==> src/qphp_pkg.sv <==
// Shared types and constants for the QR part header parser.
`default_nettype none
package qphp_pkg;

  localparam int IN_DATA_W  = 8;
  localparam int OUT_DATA_W = 40;
  localparam int OUT_USER_W = 2;
  localparam int COUNT_W    = 11;

  // characters
  localparam logic [7:0] CH_B      = 8'h42;
  localparam logic [7:0] CH_DOLLAR = 8'h24;
  localparam logic [7:0] CH_H      = 8'h48;
  localparam logic [7:0] CH_TWO    = 8'h32;
  localparam logic [7:0] CH_Z      = 8'h5A;
  localparam logic [7:0] CH_P      = 8'h50;
  localparam logic [7:0] CH_T      = 8'h54;
  localparam logic [7:0] CH_J      = 8'h4A;
  localparam logic [7:0] CH_U      = 8'h55;
  localparam logic [7:0] CH_ZERO   = 8'h30;
  localparam logic [7:0] CH_NINE   = 8'h39;
  localparam logic [7:0] CH_UA     = 8'h41;
  localparam logic [7:0] CH_UF     = 8'h46;
  localparam logic [7:0] CH_UZ     = 8'h5A;
  localparam logic [7:0] CH_LA     = 8'h61;
  localparam logic [7:0] CH_LZ     = 8'h7A;
  localparam logic [7:0] CASE_GAP  = 8'h20;

  // header character positions
  localparam logic [3:0] POS_MAGIC_B   = 4'd0;
  localparam logic [3:0] POS_MAGIC_D   = 4'd1;
  localparam logic [3:0] POS_ENCODING  = 4'd2;
  localparam logic [3:0] POS_FILE_TYPE = 4'd3;
  localparam logic [3:0] POS_TOTAL_HI  = 4'd4;
  localparam logic [3:0] POS_TOTAL_LO  = 4'd5;
  localparam logic [3:0] POS_INDEX_HI  = 4'd6;
  localparam logic [3:0] POS_INDEX_LO  = 4'd7;
  localparam logic [3:0] POS_PAYLOAD   = 4'd8;

  typedef enum logic [1:0] {
    ENC_HEX    = 2'd0,
    ENC_BASE32 = 2'd1,
    ENC_ZLIB   = 2'd2
  } enc_t;

  typedef enum logic [1:0] {
    FT_PSBT = 2'd0,
    FT_TXN  = 2'd1,
    FT_JSON = 2'd2,
    FT_TEXT = 2'd3
  } ftype_t;

  typedef enum logic [1:0] {
    RT_HEADER = 2'd0,
    RT_BYTE   = 2'd1,
    RT_RAW    = 2'd2,
    RT_END    = 2'd3
  } res_kind_t;

  typedef enum logic [3:0] {
    ST_OK       = 4'd0,
    ST_MAGIC    = 4'd1,
    ST_ENCODING = 4'd2,
    ST_TYPE     = 4'd3,
    ST_TOTAL    = 4'd4,
    ST_INDEX    = 4'd5,
    ST_SHORT    = 4'd6,
    ST_HEX      = 4'd7,
    ST_ODD      = 4'd8
  } status_t;

  typedef struct packed {
    res_kind_t            rtype;
    logic [1:0]           encoding;
    logic [1:0]           ftype;
    logic [COUNT_W-1:0]   total_parts;
    logic [COUNT_W-1:0]   part_idx;
    logic [7:0]           data_byte;
    status_t              status;
    logic                 end_flag;
  } res_t;

endpackage
`default_nettype wire

==> src/qr_part_header_parser_top.sv <==
// Top level of the QR part header parser: input register, parse logic, result queue.
// A word taken into the input register is parsed there and its results go into the queue.
// Throughput: one input word per cycle while the queue has room; a header or payload byte on
// the final character pushes two results, and the four-entry result queue absorbs them as input flows.
// A stall on the output side holds input once the queue lacks room for two results.
// Reset (rst_n low, synchronous) clears the parse state, the input valid flag and the queue.
`default_nettype none
module qr_part_header_parser_top (
  input  wire logic        clk,
  input  wire logic        rst_n,
  input  wire logic        in_tvalid,
  output logic             in_tready,
  input  wire logic [7:0]  in_tdata,   // [7:0] char_code
  input  wire logic        in_tlast,   // last
  output logic             out_tvalid,
  input  wire logic        out_tready,
  output logic [39:0]      out_tdata,  // [1:0] encoding, [3:2] ftype, [14:4] total_parts,
                                       // [25:15] part_idx, [33:26] data_byte, [37:34] status
  output logic [1:0]       out_tuser,  // [1:0] result_type
  output logic             out_tlast   // end_flag
);
  import qphp_pkg::*;

  localparam int QDEPTH = 4;
  localparam int QPTR_W = $clog2(QDEPTH);
  localparam int QCNT_W = $clog2(QDEPTH + 1);

  // input register
  logic       in_v_r;
  logic [7:0] in_char_r;
  logic       in_last_r;

  // parse state
  logic [3:0]         pos_r, pos_nxt;
  logic [5:0]         first_r, first_nxt;
  logic [COUNT_W-1:0] total_r, total_nxt;
  logic [1:0]         enc_r, enc_nxt;
  logic [1:0]         ftype_r, ftype_nxt;
  status_t            err_r, err_nxt;
  logic [3:0]         nib_r, nib_nxt;
  logic               phase_r, phase_nxt;

  // result queue
  res_t              q_r [QDEPTH];
  logic [QPTR_W-1:0] wr_r, rd_r;
  logic [QCNT_W-1:0] cnt_r;

  logic       fire, pop;
  logic [1:0] n_push;
  res_t       slot0, slot1, item_res, end_res;
  logic       item_emit;

  logic [7:0]         uc;
  logic               b36_ok, hex_ok;
  logic [5:0]         b36_val;
  logic [3:0]         hex_val;
  logic [COUNT_W-1:0] pair_val;
  status_t            end_st;

  assign pop       = out_tvalid && out_tready;
  assign fire      = in_v_r && ((cnt_r - QCNT_W'(pop)) <= QCNT_W'(QDEPTH - 2));
  assign in_tready = !in_v_r || fire;

  always_ff @(posedge clk) begin
    if (!rst_n) begin
      in_v_r <= 1'b0;
    end else if (in_tready) begin
      in_v_r <= in_tvalid;
    end
  end

  always_ff @(posedge clk) begin
    if (in_tready && in_tvalid) begin
      in_char_r <= in_tdata;
      in_last_r <= in_tlast;
    end
  end

  // character classes
  always_comb begin
    uc = (in_char_r >= CH_LA && in_char_r <= CH_LZ) ? in_char_r - CASE_GAP : in_char_r;
    b36_ok  = 1'b1;
    b36_val = '0;
    if (uc >= CH_ZERO && uc <= CH_NINE) begin
      b36_val = 6'(uc - CH_ZERO);
    end else if (uc >= CH_UA && uc <= CH_UZ) begin
      b36_val = 6'(uc - CH_UA + 8'd10);
    end else begin
      b36_ok = 1'b0;
    end
    hex_ok  = 1'b1;
    hex_val = '0;
    if (uc >= CH_ZERO && uc <= CH_NINE) begin
      hex_val = 4'(uc - CH_ZERO);
    end else if (uc >= CH_UA && uc <= CH_UF) begin
      hex_val = 4'(uc - CH_UA + 8'd10);
    end else begin
      hex_ok = 1'b0;
    end
    pair_val = COUNT_W'({first_r, 5'b0}) + COUNT_W'({first_r, 2'b0}) + COUNT_W'(b36_val);
  end

  // parse step
  always_comb begin
    pos_nxt   = pos_r;
    first_nxt = first_r;
    total_nxt = total_r;
    enc_nxt   = enc_r;
    ftype_nxt = ftype_r;
    err_nxt   = err_r;
    nib_nxt   = nib_r;
    phase_nxt = phase_r;
    item_emit = 1'b0;
    item_res  = '0;
    end_res   = '0;
    end_st    = ST_OK;

    if (err_r == ST_OK) begin
      unique case (pos_r)
        POS_MAGIC_B: begin
          if (in_char_r != CH_B) err_nxt = ST_MAGIC;
        end
        POS_MAGIC_D: begin
          if (in_char_r != CH_DOLLAR) err_nxt = ST_MAGIC;
        end
        POS_ENCODING: begin
          if (uc == CH_H) enc_nxt = ENC_HEX;
          else if (uc == CH_TWO) enc_nxt = ENC_BASE32;
          else if (uc == CH_Z) enc_nxt = ENC_ZLIB;
          else err_nxt = ST_ENCODING;
        end
        POS_FILE_TYPE: begin
          if (uc == CH_P) ftype_nxt = FT_PSBT;
          else if (uc == CH_T) ftype_nxt = FT_TXN;
          else if (uc == CH_J) ftype_nxt = FT_JSON;
          else if (uc == CH_U) ftype_nxt = FT_TEXT;
          else err_nxt = ST_TYPE;
        end
        POS_TOTAL_HI, POS_INDEX_HI: begin
          if (!b36_ok) err_nxt = (pos_r == POS_TOTAL_HI) ? ST_TOTAL : ST_INDEX;
          else first_nxt = b36_val;
        end
        POS_TOTAL_LO: begin
          if (!b36_ok || pair_val == '0) err_nxt = ST_TOTAL;
          else total_nxt = pair_val;
        end
        POS_INDEX_LO: begin
          if (!b36_ok || pair_val >= total_r) begin
            err_nxt = ST_INDEX;
          end else begin
            item_emit            = 1'b1;
            item_res.rtype       = RT_HEADER;
            item_res.encoding    = enc_r;
            item_res.ftype       = ftype_r;
            item_res.total_parts = total_r;
            item_res.part_idx    = pair_val;
            item_res.status      = ST_OK;
          end
        end
        default: begin
          if (enc_r == ENC_HEX) begin
            if (!hex_ok) begin
              err_nxt = ST_HEX;
            end else if (!phase_r) begin
              nib_nxt   = hex_val;
              phase_nxt = 1'b1;
            end else begin
              item_emit          = 1'b1;
              item_res.rtype     = RT_BYTE;
              item_res.data_byte = {nib_r, hex_val};
              item_res.status    = ST_OK;
              phase_nxt          = 1'b0;
            end
          end else begin
            item_emit          = 1'b1;
            item_res.rtype     = RT_RAW;
            item_res.data_byte = in_char_r;
            item_res.status    = ST_OK;
          end
        end
      endcase
      if (pos_r < POS_PAYLOAD) pos_nxt = pos_r + 4'd1;
    end

    if (in_last_r) begin
      end_st = err_nxt;
      if (err_nxt == ST_OK) begin
        if (pos_nxt < POS_PAYLOAD) end_st = ST_SHORT;
        else if (enc_nxt == ENC_HEX && phase_nxt) end_st = ST_ODD;
      end
      end_res.rtype    = RT_END;
      end_res.status   = end_st;
      end_res.end_flag = 1'b1;
      pos_nxt   = '0;
      first_nxt = '0;
      total_nxt = '0;
      enc_nxt   = '0;
      ftype_nxt = '0;
      err_nxt   = ST_OK;
      nib_nxt   = '0;
      phase_nxt = 1'b0;
    end

    slot0  = item_emit ? item_res : end_res;
    slot1  = end_res;
    n_push = 2'(item_emit) + 2'(in_last_r);
  end

  always_ff @(posedge clk) begin
    if (!rst_n) begin
      pos_r   <= '0;
      first_r <= '0;
      total_r <= '0;
      enc_r   <= '0;
      ftype_r <= '0;
      err_r   <= ST_OK;
      nib_r   <= '0;
      phase_r <= 1'b0;
    end else if (fire) begin
      pos_r   <= pos_nxt;
      first_r <= first_nxt;
      total_r <= total_nxt;
      enc_r   <= enc_nxt;
      ftype_r <= ftype_nxt;
      err_r   <= err_nxt;
      nib_r   <= nib_nxt;
      phase_r <= phase_nxt;
    end
  end

  // result queue
  always_ff @(posedge clk) begin
    if (fire && n_push != 2'd0) begin
      q_r[wr_r] <= slot0;
      if (n_push == 2'd2) q_r[wr_r + QPTR_W'(1)] <= slot1;
    end
  end

  always_ff @(posedge clk) begin
    if (!rst_n) begin
      wr_r  <= '0;
      rd_r  <= '0;
      cnt_r <= '0;
    end else begin
      if (fire) wr_r <= wr_r + QPTR_W'(n_push);
      if (pop) rd_r <= rd_r + QPTR_W'(1);
      cnt_r <= cnt_r + (fire ? QCNT_W'(n_push) : QCNT_W'(0)) - QCNT_W'(pop);
    end
  end

  assign out_tvalid = (cnt_r != '0);
  assign out_tuser  = q_r[rd_r].rtype;
  assign out_tlast  = q_r[rd_r].end_flag;
  assign out_tdata  = {2'b00, q_r[rd_r].status, q_r[rd_r].data_byte, q_r[rd_r].part_idx,
                       q_r[rd_r].total_parts, q_r[rd_r].ftype, q_r[rd_r].encoding};

`ifndef SYNTHESIS
  a_cnt_bound: assert property (@(posedge clk) disable iff (!rst_n)
    cnt_r <= QCNT_W'(QDEPTH))
    else $error("result queue count over depth");

  a_pos_bound: assert property (@(posedge clk) disable iff (!rst_n)
    pos_r <= POS_PAYLOAD)
    else $error("header position past payload");

  a_end_clears: assert property (@(posedge clk) disable iff (!rst_n)
    fire && in_last_r |=> pos_r == POS_MAGIC_B && err_r == ST_OK && !phase_r)
    else $error("parse state not cleared after final character");

  a_hdr_pos: assert property (@(posedge clk) disable iff (!rst_n)
    fire && item_emit && item_res.rtype == RT_HEADER |-> pos_r == POS_INDEX_LO)
    else $error("header result outside index position");
`endif

endmodule
`default_nettype wire
==> config.mk <==
export PLATFORM = sky130hd
export DESIGN_NAME = qr_part_header_parser_top
export DESIGN_NICKNAME = d
export VERILOG_FILES = /design/src/qphp_pkg.sv /design/src/qr_part_header_parser_top.sv
export SDC_FILE = /design/constraint.sdc
export NUM_CORES = 1
export LEC_CHECK = 0
export BUFFER_PORTS_ARGS = -buffer_cell sky130_fd_sc_hd__buf_2
export CELL_PAD_IN_SITES_DETAIL_PLACEMENT = 1
export CELL_PAD_IN_SITES_GLOBAL_PLACEMENT = 2
export CORE_ASPECT_RATIO = 1.1
export CORE_MARGIN = 3
export CORE_UTILIZATION = 36
export CTS_CLUSTER_DIAMETER = 60
export CTS_CLUSTER_SIZE = 30
export DETAILED_ROUTE_END_ITERATION = 8
export PLACE_DENSITY = 0.79
export SKIP_CTS_REPAIR_TIMING = 1
export SYNTH_ARGS = -nofsm -noshare
export SYNTH_HDL_FRONTEND = slang
export SYNTH_SLANG_ARGS = --single-unit
export TNS_END_PERCENT = 30
==> constraint.sdc <==
create_clock -name clk -period 7.6 [get_ports clk]
set_input_delay 0.76 -clock clk [delete_from_list [all_inputs] [get_ports clk]]
set_output_delay 0.76 -clock clk [all_outputs]
set_load 0.01 [all_outputs]
==> results of run 1 <==
==> area by class of cell <==
type / count / area, µm²
repair buffers: 105 / 650.6
well taps: 363 / 454.2
flip-flops and latches: 217 / 4717
inverters: 41 / 153.9
fillers: 3173 / 16000
clock buffers: 26 / 596.8
clock inverters: 16 / 211.5
multi-input cells: 707 / 5403
==> worst register-to-register path, delay by kind of cell, from the launching register on <==
family,cells,cell delay (ns)
XOR/XNOR,2,0.31
flip-flops,1,0.46
AO/OA/AOI/OAI,8,1.57
adder cells (fa/ha/maj),9,2.64
AND/OR/NAND/NOR,10,2.00
buffers and inverters,2,0.21
==> cell usage in the layout (no fill, tap or decap), types with 6 or more instances in the layout <==
cell type,count
nand2b_1,6
edfxtp_1,37
nand2_1,106
and2_1,16
o21ai_1,6
mux4_2,41
xor2_1,7
nor3_1,17
buf_2,55
mux2i_1,13
a31oi_1,7
a22o_1,89
inv_1,38
clkbuf_16,23
xnor2_1,8
ha_1,42
dfxtp_1,178
and3_1,12
nor2_1,69
o21ai_0,90
nand3_1,16
a21oi_1,20
a21boi_0,6
buf_4,50
nor2b_1,19
o22ai_1,8
==> synth_stat cells (3+ instances only) <==
| cell | n |
|---|---|
| dfxtp_1 | 180 |
| nand2_1 | 108 |
| o21ai_0 | 93 |
| a22o_1 | 89 |
| nor2_1 | 69 |
| ha_1 | 43 |
| mux4_2 | 41 |
| inv_1 | 39 |
| edfxtp_1 | 37 |
| clkbuf_1 | 35 |
| a21oi_1 | 24 |
| nor2b_1 | 19 |
| and2_1 | 18 |
| nor3_1 | 18 |
| nand3_1 | 16 |
| mux2i_1 | 13 |
| and3_1 | 12 |
| buf_1 | 9 |
| buf_2 | 8 |
| o22ai_1 | 8 |
| xnor2_1 | 8 |
| a31oi_1 | 7 |
| nand2b_1 | 7 |
| xor2_1 | 7 |
| a21boi_0 | 6 |
| a21boi_1 | 5 |
| nor2_2 | 5 |
| nor4_1 | 5 |
| o21ai_1 | 5 |
| a21o_1 | 4 |
| a22oi_1 | 4 |
| nand4_1 | 4 |
| or3_1 | 4 |
| a211oi_1 | 3 |
| a41oi_2 | 3 |
| fa_1 | 3 |
| o21a_1 | 3 |
| o32a_1 | 3 |
| or2_2 | 3 |
==> stage by stage <==
stage                     setup TNS, ns  area [µm²]  power [mW]  utilization (%)  hold WS [ns]
after CTS                        -16.41       12030       3.197            42.67        0.3813
after floorplan                       0       10450       1.762                -        0.4198
final                                 0       12190       3.182            43.24        0.4071
after global placement                0       11220       1.981            39.80        0.4285
after global routing           -0.04172       12190       3.330            43.24        0.3886
after detailed placement         -13.31       11220       1.988            39.80        0.4415
==> registers in the layout (all words and copies together) (netlist names), named ones only <==
signal	flops
rd_r	2
phase_r	1
wr_r	2
cnt_r	3
in_v_r	1
pos_r	4
ftype_r	2
err_r	4
nib_r	4
in_char_r	8
q_r	164
total_r	11
enc_r	2
in_last_r	1
first_r	6
==> kinds of logic (layout without fill, tap and decap cells) <==
group / Yosys count / in the layout / share of synthesized area, %
AND/OR/NAND/NOR: 300 / 300 / 13.66
AO/OA/AOI/OAI: 289 / 289 / 20.20
flip-flops: 217 / 217 / 45.13
buffers and inverters: 97 / 188 / 3.796
multiplexers: 55 / 55 / 10.19
adder cells (fa/ha/maj): 46 / 46 / 5.725
XOR/XNOR: 15 / 15 / 1.258
other: 1 / 2 / 0.03589
==> power groups by stage <==
| stage | Combinational (mW) | Clock (mW) | Sequential [mW] |
|---|---|---|---|
| floorplan | 0.510 | 0 | 1.25 |
| finish | 0.741 | 1.20 | 1.24 |
| global placement | 0.718 | 0 | 1.26 |
| global route | 0.813 | 1.27 | 1.24 |
| CTS | 0.728 | 1.23 | 1.24 |
| detailed placement | 0.723 | 0 | 1.26 |
==> layer usage <==
| metal | vias up | global-route usage [%] | routed length, µm |
|---|---|---|---|
| met5 | - | 0 | 0 |
| met1 | 4181 | 27.56 | 14740 |
| met4 | 0 | 4.550 | 604 |
| met3 | 42 | 2.081 | 1129 |
| li1 | 3914 | - | - |
| met2 | 171 | 33.28 | 14710 |
==> how the worst max path moves through the flow <==
stage	slack, ns	end	cells after the start
2_1_floorplan	0.17	cnt_r[2]$_SDFF_PN0_	33
3_3_place_gp	0.03	cnt_r[2]$_SDFF_PN0_	33
3_5_place_dp	-0.26	cnt_r[2]$_SDFF_PN0_	33
4_1_cts	-0.28	cnt_r[2]$_SDFF_PN0_	33
5_1_grt	-0.04	cnt_r[2]$_SDFF_PN0_	31
6_report	0.31	cnt_r[2]$_SDFF_PN0_	31
==> flow_metrics.env, run 1 <==
export IMPL_dr_first_iter_drc_count=520
export IMPL_reg2reg_depth=31
export IMPL_p_clk_share_pct=37.8
export IMPL_wl_per_cell_um=21.15
export IMPL_crit_path_top_delay_cell="edfxtp_1"
export IMPL_grt_ovfl_total=0
export IMPL_root_buffer="clkbuf_16"
export IMPL_cts_buffers=23
export IMPL_yosysSeqAreaShare_pct=45.13
export IMPL_tightest_slew_ns=0.8909
export IMPL_grt_pass1_wl_um=49310
export IMPL_final_cells=1475
export IMPL_peakVddDrop_v=0.0002439
export IMPL_htree_levels=1
export IMPL_powerDensity_nw_per_um2=261.1
export IMPL_yosysTopAreaCellShare_pct=34.49
export IMPL_core_um2=28190
export IMPL_hold_path_startpoint="in_tdata[1]"
export IMPL_worstPathRequired_ns=8.02
export IMPL_arrival_ns=7.72
export IMPL_synth_area_leaders="dfxtp_1 (34%), edfxtp_1 (11%), mux4_2 (8.8%)"
export IMPL_critPathMaxStageDelay_ns=0.46
export IMPL_critPathBufInv=2
export IMPL_slew_headroom_pct=40.61
export IMPL_switchingPower_mw=1.026
export IMPL_synth_edf_count=37
export IMPL_syn_area_um2=10450
export IMPL_cts_tree="yes"
export IMPL_path_common_cell="ha_1"
export IMPL_gp_congestion=0.8743
export IMPL_cp_max_fo=8
export IMPL_first_pass_iters=5
export IMPL_crit_start="in_char_r[1]$_DFFE_PP_"
export IMPL_p_leak_nw=4.662
export IMPL_rows=64
export IMPL_io_buffers=55
export IMPL_outcome="complete, no violations"
export IMPL_dp_hpwl_um=21940
export IMPL_place_worst_setup_slack_ns=-0.2578
export IMPL_drive_gt1_share_pct=20.95
export IMPL_path_clk_slew_ns=0.06
export IMPL_drv_cap=0
export IMPL_vias=8308
export IMPL_r2r_setup_slack_ns=0.31
export IMPL_synth_cell_types=82
export IMPL_routed_wl_um=31190
export IMPL_clock_skew_ns=0.02284
export IMPL_cts_path_max_buffers=3
export IMPL_critPathTopFamily="adder cells"
export IMPL_antenna_found_initial=0
export IMPL_setup_viol=0
export IMPL_hold_path_cell_count=1
export IMPL_drv_slew=0
export IMPL_die_w_um=168.4
export IMPL_die_area_um2=31100
export IMPL_synth_cells=1020
export IMPL_holdPathEnd="in_char_r[1]$_DFFE_PP_"
export IMPL_worstReg2RegEnd="cnt_r[2]$_SDFF_PN0_"
export IMPL_die_h_um=184.7
export IMPL_power_frac_comb_pct=23.3
export IMPL_io_pins=58
export IMPL_start_util_pct=37.06
export IMPL_yosys_most_used_dff="dfxtp_1"
export IMPL_critPathLaunchType="register"
export IMPL_postRouteAntennaNets=0
export IMPL_clk_latency_ns=0.54
export IMPL_track_usage_pct=19.77
export IMPL_min_period_ns=7.295
export IMPL_areaGrowthSynthToFinish_pct=16.65
export IMPL_async_flop_share_pct=0
export IMPL_grt_start_max_net_pins=42
export IMPL_syn_area_per_cell_um2=10.24
export IMPL_fin_ws_ns=0.3055
export IMPL_rr_startpoint="in_char_r[1]$_DFFE_PP_"
export IMPL_vias_per_cell=5.633
export IMPL_swShare_pct=32.25
export IMPL_dp_cells=1418
export IMPL_fmax_ghz=0.1371
export IMPL_critPathKind="register to register"
export IMPL_fin_nets=1154
export IMPL_synth_warnings=0
export IMPL_drc=0
export IMPL_seq_power_share_pct=38.9
export IMPL_synth_seq_cells=217
export IMPL_grt_pass1_vias=8620
export IMPL_cp_end_kind="register"
export IMPL_hold_path_class="input pin to register"
export IMPL_intPower_mw=2.156
export IMPL_period_share_pct=95.98
export IMPL_yosysTopAreaCell="dfxtp_1"
export IMPL_numClockSinks=217
export IMPL_timing_final_hold_violations=0
export IMPL_diodes=0
Note: power is estimated with default switching activity, not from simulation.
==> inputs of run 2 (changes only) <==
CORE_UTILIZATION = 30   (was 36)
PLACE_DENSITY = 0.69   (was 0.79)
==> flow_metrics.env, run 2 (synthesis results as in run 1) <==
export IMPL_holdPathEnd="in_char_r[0]$_DFFE_PP_"
export IMPL_first_pass_iters=5
export IMPL_drv_cap=0
export IMPL_final_core_util_pct=35.66
export IMPL_die_w_um=183.9
export IMPL_die_h_um=201.7
export IMPL_track_usage_pct=17.31
export IMPL_period_share_pct=93.92
export IMPL_cp_end_kind="register"
export IMPL_critPathKind="register to register"
export IMPL_hold_path_class="input pin to register"
export IMPL_wl_per_cell_um=20.88
export IMPL_reg2reg_depth=32
export IMPL_grt_pass1_wl_um=50920
export IMPL_final_seq_area_um2=4720
export IMPL_grt_setup_unrepaired="no"
export IMPL_numClockSinks=217
export IMPL_critPathTopFamily="adder cells"
export IMPL_die_area_um2=37100
export IMPL_fmax_ghz=0.1401
export IMPL_grt_start_max_net_pins=42
export IMPL_drive_gt1_share_pct=20.85
export IMPL_arrival_ns=7.56
export IMPL_path_clk_slew_ns=0.07
export IMPL_crit_path_top_delay_cell="fa_1"
export IMPL_vias=8187
export IMPL_grt_pass1_vias=8617
export IMPL_layout_commonest_cell="dfxtp_1"
export IMPL_rows=71
export IMPL_largest_reg_flops=164
export IMPL_clock_skew_ns=0.02310
export IMPL_top_register="q_r"
export IMPL_io_buffers=55
export IMPL_min_period_ns=7.138
export IMPL_powerDensity_nw_per_um2=255.7
export IMPL_dp_hpwl_um=22810
export IMPL_r2r_setup_slack_ns=0.46
export IMPL_critPathLaunchType="register"
export IMPL_holdWs_ns=0.4134
export IMPL_worstReg2RegEnd="cnt_r[2]$_SDFF_PN0_"
export IMPL_setup_viol=0
export IMPL_place_worst_setup_slack_ns=-0.1345
export IMPL_fin_nets=1146
export IMPL_path_common_cell="ha_1"
export IMPL_worstPathRequired_ns=8.03
export IMPL_p_leak_nw=4.601
export IMPL_timing_final_hold_violations=0
export IMPL_final_cell_mix="dfxtp_1 (178), nand2_1 (104), o21ai_0 (89), a22o_1 (89), nor2_1 (68)"
export IMPL_hold_path_startpoint="in_tdata[0]"
export IMPL_dp_cells=1496
export IMPL_routed_wl_um=32170
export IMPL_postRouteAntennaNets=0
export IMPL_grt_ovfl_total=0
export IMPL_htree_levels=1
export IMPL_dr_first_iter_drc_count=347
export IMPL_hold_path_cell_count=1
export IMPL_fin_ws_ns=0.4622
export IMPL_gp_congestion=0.8580
export IMPL_cts_tree="yes"
export IMPL_rr_startpoint="in_char_r[0]$_DFFE_PP_"
export IMPL_slew_headroom_pct=38.93
export IMPL_cts_path_max_buffers=3
export IMPL_final_cells=1541
export IMPL_multiInputGateArea_um2=5454
export IMPL_drv_slew=0
export IMPL_start_util_pct=30.47
export IMPL_core_um2=34290
export IMPL_peakVddDrop_v=0.0001508
export IMPL_clk_latency_ns=0.53
export IMPL_io_pins=58
export IMPL_vias_per_cell=5.313
export IMPL_reg_top3="q_r (164), total_r (11), in_char_r (8)"
export IMPL_root_buffer="clkbuf_16"
export IMPL_areaGrowthSynthToFinish_pct=17.05
export IMPL_critPathMaxStageDelay_ns=0.43
export IMPL_antenna_found_initial=0
export IMPL_outcome="complete, no violations"
export IMPL_drc=0
export IMPL_cp_max_fo=10
export IMPL_critPathBufInv=3
export IMPL_fillers=3872
export IMPL_tightest_slew_ns=0.9161
export IMPL_cts_buffers=23
export IMPL_diodes=0
==> run 2: layer usage <==
layer	global-route usage [%]	share of wire (%)
met3	2.097	3.2
met5	0	0
met1	24.10	48
met4	3.997	1.9
met2	28.79	47
==> run 2: worst max path at each step <==
stage	from	to	slack, ns	depth (start not counted)
after floorplan	in_char_r[0]$_DFFE_PP_	cnt_r[2]$_SDFF_PN0_	0.17	33
after global placement	in_char_r[1]$_DFFE_PP_	cnt_r[2]$_SDFF_PN0_	0.07	28
after detailed placement	in_char_r[1]$_DFFE_PP_	cnt_r[2]$_SDFF_PN0_	-0.13	33
after CTS	in_char_r[1]$_DFFE_PP_	q_r[1][28]$_SDFFE_PP0P_	-0.18	30
after global routing	in_char_r[0]$_DFFE_PP_	cnt_r[2]$_SDFF_PN0_	0.03	32
final	in_char_r[0]$_DFFE_PP_	cnt_r[2]$_SDFF_PN0_	0.46	32
==> run 2: final cells by class <==
type,count,share of cell area [%]
multi-input cells,707,44.60
clock inverters,16,1.453
repair buffers,97,4.829
inverters,41,1.279
flip-flops and latches,217,38.59
clock buffers,25,4.768
well taps,438,4.481
==> run 2: per-stage QoR <==
stage                     cell area, µm²  setup TNS [ns]  power [mW]
after CTS                          12120          -7.216       3.157
final                              12230               0       3.128
after floorplan                    10450               0       1.762
after global routing               12230               0       3.295
after detailed placement           11360          -2.286       2.005
after global placement             11360               0       1.998
==> run 2: where the power goes <==
part           leakage, nW  total, mW  switching [mW]  internal, mW
sequential            1.79       1.29          0.0828          1.21
clock                0.374       1.14           0.547         0.593
combinational         2.43      0.699           0.420         0.279
==> inputs of run 3 (changes only) <==
CELL_PAD_IN_SITES_DETAIL_PLACEMENT = 0   (was 1)
==> flow_metrics.env, run 3 (synthesis results as in run 1) <==
export IMPL_htree_levels=1
export IMPL_dr_first_iter_drc_count=481
export IMPL_rows=71
export IMPL_crit_path_top_delay_cell="edfxtp_1"
export IMPL_hold_path_class="input pin to register"
export IMPL_setup_viol=0
export IMPL_diodes=0
export IMPL_crit_start="in_char_r[1]$_DFFE_PP_"
export IMPL_final_cell_mix="dfxtp_1 (178), nand2_1 (104), o21ai_0 (90), a22o_1 (89), nor2_1 (68)"
export IMPL_grt_pass1_wl_um=49250
export IMPL_drc=0
export IMPL_path_common_cell="ha_1"
export IMPL_reg_top3="q_r (164), total_r (11), in_char_r (8)"
export IMPL_postRouteAntennaNets=0
export IMPL_path_clk_slew_ns=0.07
export IMPL_outcome="complete, no violations"
export IMPL_switchingPower_mw=1.079
export IMPL_vias=8079
export IMPL_power_frac_comb_pct=20.8
export IMPL_final_cells=1547
export IMPL_dp_cells=1496
export IMPL_seq_power_share_pct=39.3
export IMPL_drv_cap=0
export IMPL_die_w_um=183.9
export IMPL_gp_congestion=0.8580
export IMPL_routed_wl_um=30930
export IMPL_core_um2=34290
export IMPL_critPathMaxStageDelay_ns=0.47
export IMPL_cts_tree="yes"
export IMPL_cts_path_max_buffers=3
export IMPL_peakVddDrop_v=0.0001671
export IMPL_fmax_ghz=0.1387
export IMPL_swShare_pct=32.91
export IMPL_timing_final_hold_violations=0
export IMPL_dp_hpwl_um=21780
export IMPL_intPower_mw=2.199
export IMPL_clk_latency_ns=0.55
export IMPL_vias_per_cell=5.222
export IMPL_rr_startpoint="in_char_r[1]$_DFFE_PP_"
export IMPL_die_area_um2=37100
export IMPL_wl_per_cell_um=19.99
export IMPL_drive_gt1_share_pct=21.64
export IMPL_p_leak_nw=4.678
export IMPL_cp_max_fo=8
export IMPL_io_buffers=55
export IMPL_tightest_slew_ns=0.9116
export IMPL_fin_ws_ns=0.3913
export IMPL_slew_headroom_pct=39.23
export IMPL_die_h_um=201.7
export IMPL_largest_reg_flops=164
export IMPL_antenna_found_initial=0
export IMPL_grt_start_max_net_pins=42
export IMPL_fin_nets=1150
export IMPL_powerDensity_nw_per_um2=264.5
export IMPL_final_core_util_pct=36.13
export IMPL_period_share_pct=94.85
export IMPL_critPathKind="register to register"
export IMPL_arrival_ns=7.64
export IMPL_drv_slew=0
export IMPL_areaGrowthSynthToFinish_pct=18.59
export IMPL_root_buffer="clkbuf_16"
export IMPL_top_register="q_r"
export IMPL_grt_pass1_vias=8262
export IMPL_cp_end_kind="register"
export IMPL_place_worst_setup_slack_ns=-0.06052
export IMPL_track_usage_pct=16.72
export IMPL_cts_buffers=25
export IMPL_p_clk_share_pct=39.9
export IMPL_hold_path_startpoint="in_tdata[0]"
export IMPL_io_pins=58
export IMPL_layout_commonest_cell="dfxtp_1"
export IMPL_grt_ovfl_total=0
export IMPL_numClockSinks=217
export IMPL_min_period_ns=7.209
export IMPL_start_util_pct=30.47
export IMPL_critPathLaunchType="register"
export IMPL_finalPower_mw=3.277
export IMPL_setup_tns_ns=0
export IMPL_clock_skew_ns=0.01517
export IMPL_first_pass_iters=5
export IMPL_worstPathRequired_ns=8.03
## run 3: cell types whose count changed in the layout (fill, tap and decap cells not counted), moves of 2 or more
cell,change
buf_4,+2
clkbuf_1,-2
clkbuf_16,+3
clkinv_4,-3
clkinvlp_4,+2
ha_2,+2
inv_12,+2
inv_16,+3
inv_8,-2
## run 3: per-stage QoR
| step | instance area [µm²] | hold WS, ns |
|---|---|---|
| after global placement | 11360 | 0.4279 |
| after CTS | 12270 | 0.3593 |
| after detailed placement | 11360 | 0.4412 |
| after global routing | 12390 | 0.3762 |
| after floorplan | 10450 | 0.4198 |
| final | 12390 | 0.3918 |
## run 3: final cells by class
cell class	count	area (µm²)
inverters	41	156.4
repair buffers	99	605.6
multi-input cells	707	5446
clock buffers	27	664.4
well taps	438	548.0
clock inverters	18	249.0
fillers	3432	21900
flip-flops and latches	217	4720
## run 3: final timing paths
check                            end  slack [ns]  cells past startpoint
max              cnt_r[2]$_SDFF_PN0_        0.39                     31
min reg2reg  q_r[0][34]$_SDFFE_PP0P_        0.45                      2
min           in_char_r[0]$_DFFE_PP_        0.39                      1
max reg2reg      cnt_r[2]$_SDFF_PN0_        0.39                     31
## run 3: power by group through the flow
stage	logic, mW	clock network [mW]	registers (mW)
2_1_floorplan	0.510	0	1.25
3_3_place_gp	0.678	0	1.32
3_5_place_dp	0.673	0	1.32
5_1_grt	0.753	1.40	1.30
4_1_cts	0.677	1.35	1.29
6_report	0.682	1.31	1.29
## run 3: layer usage
metal  track usage (%)  part of all wire (%)  up-vias
met5                 0                     0        -
met4             3.619                   2.1        0
met3             1.826                   3.4       36
met2             27.55                    47      180
met1             23.72                    48     3954
li1                  -                     -     3909
## run 3: critical path: cells and delay by family, from the launching register on
| family | cells | cell delay, ns |
|---|---|---|
| and+or+nand+nor | 10 | 1.91 |
| DFF | 1 | 0.47 |
| buffers and inverters | 1 | 0.04 |
| adders and majority gates | 10 | 2.83 |
| AOI/OAI and AO/OA | 8 | 1.52 |
| xor gates and xnor gates | 2 | 0.31 |
